===== src/sv/hrrn_pkg.sv =====
// Package of the scheduler: sizes, entry and control types, state codes.
package hrrn_pkg;

    localparam int TABLE_DEPTH = 16;
    localparam int ID_BITS     = 8;
    localparam int TIME_BITS   = 32;
    localparam int BURST_BITS  = 16;
    localparam int ORDER_BITS  = 32;
    localparam int IDX_BITS    = (TABLE_DEPTH > 2) ? $clog2(TABLE_DEPTH) : 1;
    localparam int PROD_BITS   = TIME_BITS + BURST_BITS;

    localparam logic MODE_TICK    = 1'b0;
    localparam logic MODE_ARRIVAL = 1'b1;

    // One waiting entry as it sits in a cell of the ring.
    typedef struct packed {
        logic                  valid;
        logic [ID_BITS-1:0]    id;
        logic [TIME_BITS-1:0]  start;
        logic [BURST_BITS-1:0] left;
        logic [ORDER_BITS-1:0] order;
    } entry_t;

    // Per-cell control: rotate the ring by one, or drop the entry held.
    typedef struct packed {
        logic shift;
        logic kill;
    } cell_ctrl_t;

    // Best candidate found so far by the selection scan.
    typedef struct packed {
        logic                  found;
        logic [IDX_BITS-1:0]   idx;
        logic [ID_BITS-1:0]    id;
        logic [BURST_BITS-1:0] left;
    } best_t;

    typedef enum logic [1:0] {
        ST_IDLE,
        ST_SCAN,
        ST_FINISH
    } state_t;

endpackage


===== src/sv/hrrn_cmd_if.sv =====
// Input channel of the scheduler: tick or arrival items.
interface hrrn_cmd_if import hrrn_pkg::*; ();

    logic                  valid;
    logic                  ready;
    logic                  mode;
    logic [ID_BITS-1:0]    process_id;
    logic [TIME_BITS-1:0]  arrival_stamp;
    logic [BURST_BITS-1:0] burst_length;

    modport source (output valid, mode, process_id, arrival_stamp, burst_length, input ready);
    modport sink   (input valid, mode, process_id, arrival_stamp, burst_length, output ready);

endinterface


===== src/sv/hrrn_status_if.sv =====
// Output channel of the scheduler: running process and drop flag.
interface hrrn_status_if import hrrn_pkg::*; ();

    logic               valid;
    logic               ready;
    logic               running_valid;
    logic [ID_BITS-1:0] running_id;
    logic               arrival_dropped;

    modport source (output valid, running_valid, running_id, arrival_dropped, input ready);
    modport sink   (input valid, running_valid, running_id, arrival_dropped, output ready);

endinterface


===== src/sv/hrrn_process_scheduler_top.sv =====
// Top level of the highest-response-ratio-next scheduler.
// An arrival, or a tick that must pick a new process, rotates the entry ring once
// past one comparator in ST_SCAN and then gives its result from ST_FINISH. A tick
// that keeps the running process goes from ST_IDLE straight to ST_FINISH. A new item
// is taken only in ST_IDLE. The result register lets the next item in
// while a result waits. Reset empties the table and clears time, counters and run state.
module hrrn_process_scheduler_top import hrrn_pkg::*; (
    input  logic           clk,
    input  logic           rst_n,
    hrrn_cmd_if.sink       cmd,
    hrrn_status_if.source  status
);

    state_t                state_reg, state_next;
    logic [IDX_BITS-1:0]   scan_idx_reg;
    logic                  is_arrival_reg;
    logic                  do_select_reg;
    logic                  slot_found_reg;
    logic [ID_BITS-1:0]    new_id_reg;
    logic [TIME_BITS-1:0]  new_start_reg;
    logic [BURST_BITS-1:0] new_left_reg;

    logic [ORDER_BITS-1:0] arrival_count_reg;
    logic [TIME_BITS-1:0]  now_time_reg;
    logic                  run_active_reg, run_active_next;
    logic [ID_BITS-1:0]    run_id_reg, run_id_next;
    logic [BURST_BITS-1:0] run_left_reg, run_left_next;

    logic                  out_valid_reg;
    logic                  out_running_valid_reg;
    logic [ID_BITS-1:0]    out_running_id_reg;
    logic                  out_dropped_reg;

    logic                  accept;
    logic                  scan_last;
    logic                  insert;
    logic                  finish_fire;
    logic                  tick_select;
    entry_t                head;
    entry_t                tail_in;
    entry_t                cell_q [TABLE_DEPTH];
    cell_ctrl_t            cell_ctrl [TABLE_DEPTH];
    best_t                 best;

    // Ring of cells; the head cell feeds the comparator and the tail.
    assign head = cell_q[0];

    for (genvar i = 0; i < TABLE_DEPTH; i++)
    begin : g_cell
        entry_t cell_in;

        if (i == TABLE_DEPTH - 1)
        begin : g_tail
            assign cell_in = tail_in;
        end
        else
        begin : g_link
            assign cell_in = cell_q[i+1];
        end

        assign cell_ctrl[i].shift = (state_reg == ST_SCAN);
        assign cell_ctrl[i].kill  = finish_fire && !is_arrival_reg && do_select_reg &&
                                    best.found && (best.idx == IDX_BITS'(i));

        hrrn_cell u_cell (
            .clk       (clk),
            .rst_n     (rst_n),
            .ctrl      (cell_ctrl[i]),
            .entry_in  (cell_in),
            .entry_out (cell_q[i])
        );
    end

    // Selection over the entries as they pass the head, in table order.
    hrrn_best_sel u_best_sel (
        .clk           (clk),
        .rst_n         (rst_n),
        .clear         (accept),
        .step          ((state_reg == ST_SCAN) && !is_arrival_reg && head.valid),
        .head          (head),
        .head_idx      (scan_idx_reg),
        .now_time      (now_time_reg),
        .arrival_count (arrival_count_reg),
        .best          (best)
    );

    // An arrival takes the first free slot it meets during the rotation.
    always_comb
    begin
        insert = (state_reg == ST_SCAN) && is_arrival_reg && !head.valid && !slot_found_reg;
        if (insert)
        begin
            tail_in = '{valid: 1'b1, id: new_id_reg, start: new_start_reg,
                        left: new_left_reg, order: arrival_count_reg};
        end
        else
        begin
            tail_in = head;
        end
    end

    // Sequencer: next state, handshakes and the run state after selection.
    always_comb
    begin
        accept      = cmd.valid && (state_reg == ST_IDLE);
        scan_last   = (scan_idx_reg == IDX_BITS'(TABLE_DEPTH - 1));
        finish_fire = (state_reg == ST_FINISH) && (!out_valid_reg || status.ready);
        tick_select = !run_active_reg || (run_left_reg == '0);
        state_next  = state_reg;

        unique case (state_reg)
            ST_IDLE:
            begin
                if (accept)
                begin
                    if ((cmd.mode == MODE_ARRIVAL) || tick_select)
                    begin
                        state_next = ST_SCAN;
                    end
                    else
                    begin
                        state_next = ST_FINISH;
                    end
                end
            end
            ST_SCAN:
            begin
                if (scan_last)
                begin
                    state_next = ST_FINISH;
                end
            end
            ST_FINISH:
            begin
                if (finish_fire)
                begin
                    state_next = ST_IDLE;
                end
            end
            default:
            begin
                state_next = ST_IDLE;
            end
        endcase

        run_active_next = run_active_reg;
        run_id_next     = run_id_reg;
        run_left_next   = run_left_reg;
        if (finish_fire && !is_arrival_reg && do_select_reg)
        begin
            if (best.found)
            begin
                run_active_next = 1'b1;
                run_id_next     = best.id;
                run_left_next   = best.left - 1'b1;
            end
            else
            begin
                run_active_next = 1'b0;
                run_id_next     = '0;
                run_left_next   = '0;
            end
        end
        else if (accept && (cmd.mode == MODE_TICK) && !tick_select)
        begin
            run_left_next = run_left_reg - 1'b1;
        end
    end

    assign cmd.ready = (state_reg == ST_IDLE);

    // Control and scheduler state.
    always_ff @(posedge clk or negedge rst_n)
    begin
        if (!rst_n)
        begin
            state_reg         <= ST_IDLE;
            scan_idx_reg      <= '0;
            slot_found_reg    <= 1'b0;
            arrival_count_reg <= '0;
            now_time_reg      <= '0;
            run_active_reg    <= 1'b0;
            run_id_reg        <= '0;
            run_left_reg      <= '0;
            out_valid_reg     <= 1'b0;
        end
        else
        begin
            state_reg      <= state_next;
            run_active_reg <= run_active_next;
            run_id_reg     <= run_id_next;
            run_left_reg   <= run_left_next;

            if (accept)
            begin
                scan_idx_reg   <= '0;
                slot_found_reg <= 1'b0;
                if (cmd.mode == MODE_TICK)
                begin
                    now_time_reg <= now_time_reg + 1'b1;
                end
            end
            else if (state_reg == ST_SCAN)
            begin
                scan_idx_reg <= scan_idx_reg + 1'b1;
                if (insert)
                begin
                    slot_found_reg <= 1'b1;
                end
            end

            if (finish_fire && is_arrival_reg && slot_found_reg)
            begin
                arrival_count_reg <= arrival_count_reg + 1'b1;
            end

            if (finish_fire)
            begin
                out_valid_reg <= 1'b1;
            end
            else if (status.ready)
            begin
                out_valid_reg <= 1'b0;
            end
        end
    end

    // Item payload captured at the transfer, and the result register.
    always_ff @(posedge clk)
    begin
        if (accept)
        begin
            is_arrival_reg <= cmd.mode;
            do_select_reg  <= tick_select;
            new_id_reg     <= cmd.process_id;
            new_start_reg  <= cmd.arrival_stamp;
            new_left_reg   <= (cmd.burst_length == '0) ? BURST_BITS'(1) : cmd.burst_length;
        end
        if (finish_fire)
        begin
            out_running_valid_reg <= run_active_next;
            out_running_id_reg    <= run_active_next ? run_id_next : '0;
            out_dropped_reg       <= is_arrival_reg && !slot_found_reg;
        end
    end

    assign status.valid           = out_valid_reg;
    assign status.running_valid   = out_running_valid_reg;
    assign status.running_id      = out_running_id_reg;
    assign status.arrival_dropped = out_dropped_reg;

endmodule


===== src/sv/hrrn_cell.sv =====
// One cell of the entry ring: holds a waiting entry and passes it on when rotating.
module hrrn_cell import hrrn_pkg::*; (
    input  logic       clk,
    input  logic       rst_n,
    input  cell_ctrl_t ctrl,
    input  entry_t     entry_in,
    output entry_t     entry_out
);

    logic                  valid_reg;
    logic [ID_BITS-1:0]    id_reg;
    logic [TIME_BITS-1:0]  start_reg;
    logic [BURST_BITS-1:0] left_reg;
    logic [ORDER_BITS-1:0] order_reg;

    // The valid bit is cleared on reset and when the entry is taken to run.
    always_ff @(posedge clk or negedge rst_n)
    begin
        if (!rst_n)
        begin
            valid_reg <= 1'b0;
        end
        else if (ctrl.kill)
        begin
            valid_reg <= 1'b0;
        end
        else if (ctrl.shift)
        begin
            valid_reg <= entry_in.valid;
        end
    end

    // The payload simply follows the ring.
    always_ff @(posedge clk)
    begin
        if (ctrl.shift)
        begin
            id_reg    <= entry_in.id;
            start_reg <= entry_in.start;
            left_reg  <= entry_in.left;
            order_reg <= entry_in.order;
        end
    end

    assign entry_out = '{valid: valid_reg, id: id_reg, start: start_reg,
                         left: left_reg, order: order_reg};

endmodule


===== src/sv/hrrn_best_sel.sv =====
// Running maximum of the response ratio over the entries passing the ring head.
module hrrn_best_sel import hrrn_pkg::*; (
    input  logic                  clk,
    input  logic                  rst_n,
    input  logic                  clear,
    input  logic                  step,
    input  entry_t                head,
    input  logic [IDX_BITS-1:0]   head_idx,
    input  logic [TIME_BITS-1:0]  now_time,
    input  logic [ORDER_BITS-1:0] arrival_count,
    output best_t                 best
);

    logic                  found_reg;
    logic [IDX_BITS-1:0]   best_idx_reg;
    logic [ID_BITS-1:0]    best_id_reg;
    logic [TIME_BITS-1:0]  best_wait_reg;
    logic [BURST_BITS-1:0] best_left_reg;
    logic [ORDER_BITS-1:0] best_age_reg;

    logic [TIME_BITS-1:0]  head_wait;
    logic [ORDER_BITS-1:0] head_age;
    logic [PROD_BITS-1:0]  lhs;
    logic [PROD_BITS-1:0]  rhs;
    logic                  take;

    // Cross-multiplied ratio compare; on an equal ratio the older arrival wins.
    always_comb
    begin
        head_wait = now_time - head.start;
        head_age  = arrival_count - head.order;
        lhs       = PROD_BITS'(head_wait) * PROD_BITS'(best_left_reg);
        rhs       = PROD_BITS'(best_wait_reg) * PROD_BITS'(head.left);
        take      = step && (!found_reg || (lhs > rhs) ||
                             ((lhs == rhs) && (head_age > best_age_reg)));
    end

    always_ff @(posedge clk or negedge rst_n)
    begin
        if (!rst_n)
        begin
            found_reg <= 1'b0;
        end
        else if (clear)
        begin
            found_reg <= 1'b0;
        end
        else if (take)
        begin
            found_reg <= 1'b1;
        end
    end

    always_ff @(posedge clk)
    begin
        if (take)
        begin
            best_idx_reg  <= head_idx;
            best_id_reg   <= head.id;
            best_wait_reg <= head_wait;
            best_left_reg <= head.left;
            best_age_reg  <= head_age;
        end
    end

    assign best = '{found: found_reg, idx: best_idx_reg, id: best_id_reg,
                    left: best_left_reg};

endmodule


===== src/flat_wrapper.sv =====
// flat-port wrapper written by rule: the top's interface ports become plain ports
module hrrn_process_scheduler_top_flat import hrrn_pkg::*;
  (clk, rst_n, cmd_valid, cmd_mode, cmd_process_id, cmd_arrival_stamp, cmd_burst_length, cmd_ready, status_valid, status_running_valid, status_running_id, status_arrival_dropped, status_ready);
  hrrn_cmd_if cmd_i ();
  hrrn_status_if status_i ();
  input  logic clk;
  input  logic rst_n;
  input wire logic [$bits(cmd_i.valid)-1:0] cmd_valid;
  input wire logic [$bits(cmd_i.mode)-1:0] cmd_mode;
  input wire logic [$bits(cmd_i.process_id)-1:0] cmd_process_id;
  input wire logic [$bits(cmd_i.arrival_stamp)-1:0] cmd_arrival_stamp;
  input wire logic [$bits(cmd_i.burst_length)-1:0] cmd_burst_length;
  output wire logic [$bits(cmd_i.ready)-1:0] cmd_ready;
  output wire logic [$bits(status_i.valid)-1:0] status_valid;
  output wire logic [$bits(status_i.running_valid)-1:0] status_running_valid;
  output wire logic [$bits(status_i.running_id)-1:0] status_running_id;
  output wire logic [$bits(status_i.arrival_dropped)-1:0] status_arrival_dropped;
  input wire logic [$bits(status_i.ready)-1:0] status_ready;
  assign cmd_i.valid = cmd_valid;
  assign cmd_i.mode = cmd_mode;
  assign cmd_i.process_id = cmd_process_id;
  assign cmd_i.arrival_stamp = cmd_arrival_stamp;
  assign cmd_i.burst_length = cmd_burst_length;
  assign cmd_ready = cmd_i.ready;
  assign status_valid = status_i.valid;
  assign status_running_valid = status_i.running_valid;
  assign status_running_id = status_i.running_id;
  assign status_arrival_dropped = status_i.arrival_dropped;
  assign status_i.ready = status_ready;
  hrrn_process_scheduler_top u_core (.clk(clk), .rst_n(rst_n), .cmd(cmd_i), .status(status_i));
endmodule

===== config.mk =====
export PLATFORM = sky130hd
export DESIGN_NAME = hrrn_process_scheduler_top_flat
export DESIGN_NICKNAME = d
export VERILOG_FILES = /design/src/sv/hrrn_pkg.sv /design/src/sv/hrrn_cmd_if.sv /design/src/sv/hrrn_status_if.sv /design/src/sv/hrrn_process_scheduler_top.sv /design/src/sv/hrrn_cell.sv /design/src/sv/hrrn_best_sel.sv /design/src/flat_wrapper.sv
export SDC_FILE = /design/constraint.sdc
export NUM_CORES = 2
export LEC_CHECK = 0
export BUFFER_PORTS_ARGS = -buffer_cell sky130_fd_sc_hd__buf_2
export CORE_UTILIZATION = 45
export DETAILED_ROUTE_END_ITERATION = 8
export PLACE_DENSITY = 0.58
export SLEW_MARGIN = 20
export SYNTH_ARGS = -nofsm -noshare
export SYNTH_HDL_FRONTEND = slang
export SYNTH_SLANG_ARGS = --single-unit

===== constraint.sdc =====
create_clock -name clk -period 38.2 [get_ports clk]
set_input_delay 3.82 -clock clk [delete_from_list [all_inputs] [get_ports clk]]
set_output_delay 3.82 -clock clk [all_outputs]
set_load 0.03 [all_outputs]

; ---- Word-level counts from Yosys, hierarchy flattened
; Cells that the tools add are included.
; Widths: inputs -> output; s select.
[classes]
multipliers = 2
n_eq_ne = 22
n_reduce_logical = 73
n_addsub = 7
n_div = 0
order_cmp = 2
shifts = 0
muxes = 54
bitwise = 1
[op_table]
columns = operator, n
row1 = $mul 32x16->48, 2
row2 = $mux 89, 1
row3 = $add 32x1->32 const B, 2
row4 = $sub 32x32->32, 2
row5 = $eq 48x48->1, 1
row6 = $gt 48x48->1, 1
row7 = $mux 16, 3
row8 = $reduce_bool 2->1, 21
row9 = $mux 1, 41
row10 = $eq 4x4->1 const B, 9
row11 = $logic_and 1x1->1, 33
row12 = $gt 32x32->1, 1
row13 = $logic_not 16->1, 2
row14 = $sub 16x1->16 const B, 2
row15 = $eq 4x3->1 const B, 4
row16 = $mux 8, 2
row17 = $eq 4x2->1 const B, 2
row18 = $mux 2, 4
row19 = $mux 4, 2
row20 = $logic_not 1->1, 7
row21 = $ne 2x1->1 const B, 3
row22 = $pmux 2 s3, 1
row23 = $logic_or 1x1->1, 5
row24 = $add 4x1->4 const B, 1
row25 = other kinds (8), 9
[totals]
latchBits = 0
mem_count = 0
ram_bits = 0
register_bits = 1682
mem_bits_ro = 0
elab_cells = 264
output_inout_bits = 12

; ---- Depth between registers and ports, before layout
[logic_depth]
word_depth = 8
ltp_mapped = 44
mapped_depth_nobuf = 43

; ---- Hierarchy
; Synthesis repeated with hierarchy kept, for this count alone.
[unflattened]
cells_unflattened = 6711
area_unflattened_um2 = 91117.4
[by_module_without_submodules]
columns = mod, cells_each, area_each_um2, n_inst, seq_area_each_um2
row1 = hrrn_cell, 92, 2688.8, 16, 2667.6
row2 = hrrn_best_sel, 4525, 39834.5, 1, 2787.7
row3 = hrrn_process_scheduler_top, 714, 8261.7, 1, 4469.3

; ---- Least setup slack after synthesis
; No wires, ideal clock.
[synth_path]
path_type = reg-to-reg
from = register u_core.state_reg[1]
to = register u_core.g_cell[11].u_cell.valid_reg
t_required_ns = 38.017
path_stages_with_launch = 7
setup_slack_ns = -3.842
setup_time_ns = 0.183
arrival_time_ns = 41.859
n_path_buf = 2
synth_period_minus_slack_ns = 42.042
cell_sequence = dfrtp_1 > nand2b_1 > inv_1 > clkbuf_1 > clkbuf_1 > mux2i_1 > a21oi_1
[synth_via]
elab_chain_len = 7
word_cells_on_any_way = 9
[synth_rtl]
columns = item, line
row1 = from (decl), hrrn_process_scheduler_top.sv:14  ; state_t state_reg, state_next;
row2 = from (signal assigned), hrrn_process_scheduler_top.sv:189  ; state_reg <= state_next;
row3 = $eq 2x2->1, hrrn_process_scheduler_top.sv:107  ; finish_fire = (state_reg == ST_FINISH) && (!out_valid_reg || status.ready);
row4 = $logic_and 1x1->1, hrrn_process_scheduler_top.sv:107
row5 = $logic_and 1x1->1 (3 in a row), hrrn_process_scheduler_top.sv:62  ; assign cell_ctrl[i].kill = finish_fire && !is_arrival_reg && do_select_reg &&
row6 = $logic_and 1x1->1, hrrn_process_scheduler_top.sv:63  ; best.found && (best.idx == IDX_BITS'(i));
row7 = $mux 1 or $reduce_bool 2->1 (tied branches), n/a
row8 = to (signal assigned), hrrn_cell.sv:29  ; valid_reg <= entry_in.valid;
row9 = to (decl), hrrn_cell.sv:10  ; logic valid_reg;
; Parallel ways exist; a longest one is shown, timed or not.
; A chain may end at the register's enable or synchronous reset.

; ---- Worst setup path in the final report
[layout_path]
from = register u_core.now_time_reg[0]
to = register u_core.u_best_sel.best_id_reg[1] (enable)
[layout_via]
elab_chain_len = 6
word_cells_on_any_way = 8
[layout_rtl]
columns = item, line
row1 = from (decl), hrrn_process_scheduler_top.sv:24  ; logic [TIME_BITS-1:0] now_time_reg;
row2 = from (signal assigned), hrrn_process_scheduler_top.sv:200  ; now_time_reg <= now_time_reg + 1'b1;
row3 = $sub 32x32->32 *, hrrn_best_sel.sv:30  ; head_wait = now_time - head.start;
row4 = $mul 32x16->48 *, hrrn_best_sel.sv:32  ; lhs = PROD_BITS'(head_wait) * PROD_BITS'(best_left_reg);
row5 = $gt 48x48->1 or $eq 48x48->1 (tied branches), "hrrn_best_sel.sv:34, hrrn_best_sel.sv:35"
row6 = $logic_or 1x1->1 or $logic_and 1x1->1 (tied branches), "hrrn_best_sel.sv:34, hrrn_best_sel.sv:35"
row7 = $logic_or 1x1->1 *, hrrn_best_sel.sv:34  ; take = step && (!found_reg || (lhs > rhs) ||
row8 = $logic_and 1x1->1 *, hrrn_best_sel.sv:34
row9 = named net u_core.u_best_sel.take, hrrn_best_sel.sv:25  ; logic take;
row10 = to (signal assigned), hrrn_best_sel.sv:59  ; best_id_reg <= head.id;
row11 = to (decl), hrrn_best_sel.sv:16  ; logic [ID_BITS-1:0] best_id_reg;
; Mark *: on every way through the listed nets, which the timed path passes. The rest lies on a longest branch.

==> out/summary.txt <==
outcome = finished, final reports clean
Clock Latency Late Sink = 850 ps
Post-Syn Nets = 7977
Port-buffer cells = 72
area of the multi-input gates = 36100 um^2
Detailed Route Iter0 Violations = 3462
Clock Pin Slew Worst Setup and Hold Paths = 60 ps
CTS H-tree depth = 4
vias = 49100
Hold Buf Count CTS = 0
largest net degree at the start of global routing = 189
final setup vio count = 0
Crit path top cell by count = fa_1
CTS max path bufs = 3
DRT Pass-1 Iters = 5
Synth cell types = 90
Root Driver = clkbuf_16
M1 GR Usage = 25.3%
CTS resizes = 0
Final Instance Area = 99700 um^2
Data arrival, critical path = 13060 ps
CTS tree = yes
Max-cap violations = 0
number of global-route vias before repair = 51300
IO Count = 73
GP Congestion = 0.859
Placed Area = 94100 um^2
Final Max Slew Viols = 0
die width = 451 um
post-DR vias/cell = 5.12
Post-Synthesis Cell Area = 90500 um^2
initial antenna violation count = 11
Post-DP HPWL = 121 mm
M3 GR Usage = 2.63%
number of routed nets with antenna violations = 0
FMAX = 79.4 MHz
die area = 203000 um^2
Post-Route Setup TNS = 0 ps
Max Clock Skew = 61.8 ps
final hold vios = 0
crit path from = u_core.now_time_reg[0]
max incr delay on CP = 830 ps
most common cell after layout, fill and taps aside = edfxtp_1
Synth Flop Type = edfxtp_1
Post-Syn Instances = 6691
worst hold start = u_core.g_cell[11].u_cell.start_reg[17]
met2 usage = 28.6%
wire per inst = 18.5 um
Starting Density = 45.3%
GRT overflow = 0
top cell type's share of synthesized area = 52.0%
yosys warns = 0
clock sink count = 1682
CP required = 38670 ps
Seq/Total Area, Yosys = 55.1%
Reg area = 49900 um^2
slowest stage cell, crit path = xnor2_2
Worst-Margin Slew = 1090 ps
Synth area leader = edfxtp_1
Yosys reg bits = 1682
first-pass GRT wire length = 286 mm
hold crit path type = reg2reg
# rows = 164
most frequent cells in the layout = edfxtp_1, inv_1, nand2_1
fillers = 17100
Post-synth ARST share = 6.78%
Post-synth EDFFs = 1568
relative slew slack = 27.5%
Worst R2R Start = u_core.now_time_reg[0]
Most Used Layer, Global Route = met2
Routed WL = 177 mm
crit end category = flip-flop
Area Overhead vs Synth = 10.1%
fin crit share = 33.0%
critical path class = reg2reg
GRT Overall Usage = 17.9%
RSZ-0062 raised after global routing = false
Die Y = 451 um
Post-CTS Repair Setup Buffers = 0
largest cells by area after synthesis = edfxtp_1, fa_1, ha_1
Min Clock Period, post-route = 12590 ps
CP Launch Type = flip-flop
layout cells sized above 1 = 6.73%
CP Max Fanout = 51
final core occ = 49.9%
total CTS buffers = 169
core area = 200000 um^2
DRC = 0
Layout Nets = 8066
mean area per synthesized cell = 13.5 um^2
logic make-up (layout without fill, tap and decap cells):
family | count (synthesis) | in the layout | synth area share, %
XOR/XNOR | 228 | 228 | 2.21
buffers and inverters | 1199 | 1428 | 5.00
AND/OR/NAND/NOR | 1675 | 1675 | 8.77
adder cells (fa/ha/maj) | 1225 | 1225 | 23.9
flip-flops | 1682 | 1682 | 55.1
multiplexers | 45 | 45 | 0.539
other | 0 | 7 | 0
AO/OA/AOI/OAI | 637 | 637 | 4.45
worst max-delay path, delay by kind of cell (launching register included):
kind            cells  cell delay [ps]
simple gates        9             2100
compound gates     14             3450
buf+inv             7             1050
xor+xnor            2              920
flops               1              400
fa+ha+maj          10             4230
through the flow:
stage                     setup slack [ps]  hold WS (ps)  cells
after floorplan                      18090           400   6691
after global placement               25940           400   9265
after detailed placement             25630           405   9265
after CTS                            25580           381   9576
after global routing                 24860           381   9582
final                                25610           385   9583
layer usage:
layer / vias to the layer above / routed length [um]
met3: 248 / 7290
met5: - / 0
li1: 22500 / -
met2: 990 / 83700
met4: 0 / 4490
met1: 25300 / 81800
synthesized netlist by cell type (24+ instances only):
library cell and count:
a211oi_1 28, a21o_1 82, a21oi_1 186, and2_1 346, and3_1 31, clkbuf_1 222, dfrtp_1 114, edfxtp_1 1568
fa_1 838, ha_1 387, inv_1 957, mux2_2 30, nand2_1 890, nand2b_1 25, nand3_1 68, nand4_1 49
nor2_1 132, nor2b_1 43, nor3_1 24, o21a_1 30, o21ai_0 157, xnor2_1 152, xor2_1 75
path summary, 6_finish.rpt:
kind                            slack (ps)                                endpoint  cells after the start
worst min register to register         380  u_core.g_cell[10].u_cell.start_reg[17]                      0
worst max-delay path                 25610        u_core.u_best_sel.best_id_reg[1]                     42
worst min-delay path                   380  u_core.g_cell[10].u_cell.start_reg[17]                      0
max in group asynchronous            33970                 u_core.now_time_reg[10]                      2
min in group asynchronous             3010             u_core.arrival_count_reg[7]                      1
worst max register to register       25610        u_core.u_best_sel.best_id_reg[1]                     42
layout make-up:
| cell class | count | area share, % |
|---|---|---|
| Antenna cell | 7 | 0.0176 |
| Clock buffer | 221 | 4.53 |
| Clock inverter | 90 | 1.13 |
| Inverter | 957 | 3.61 |
| Multi-Input combinational cell | 3810 | 36.2 |
| Sequential cell | 1682 | 50.1 |
| Tap cell | 2656 | 3.33 |
| Timing Repair Buffer | 160 | 1.06 |
Power is left out: the tool's default activity adds up to more than one toggle a clock period on the data nets, which glitch-free logic cannot reach.
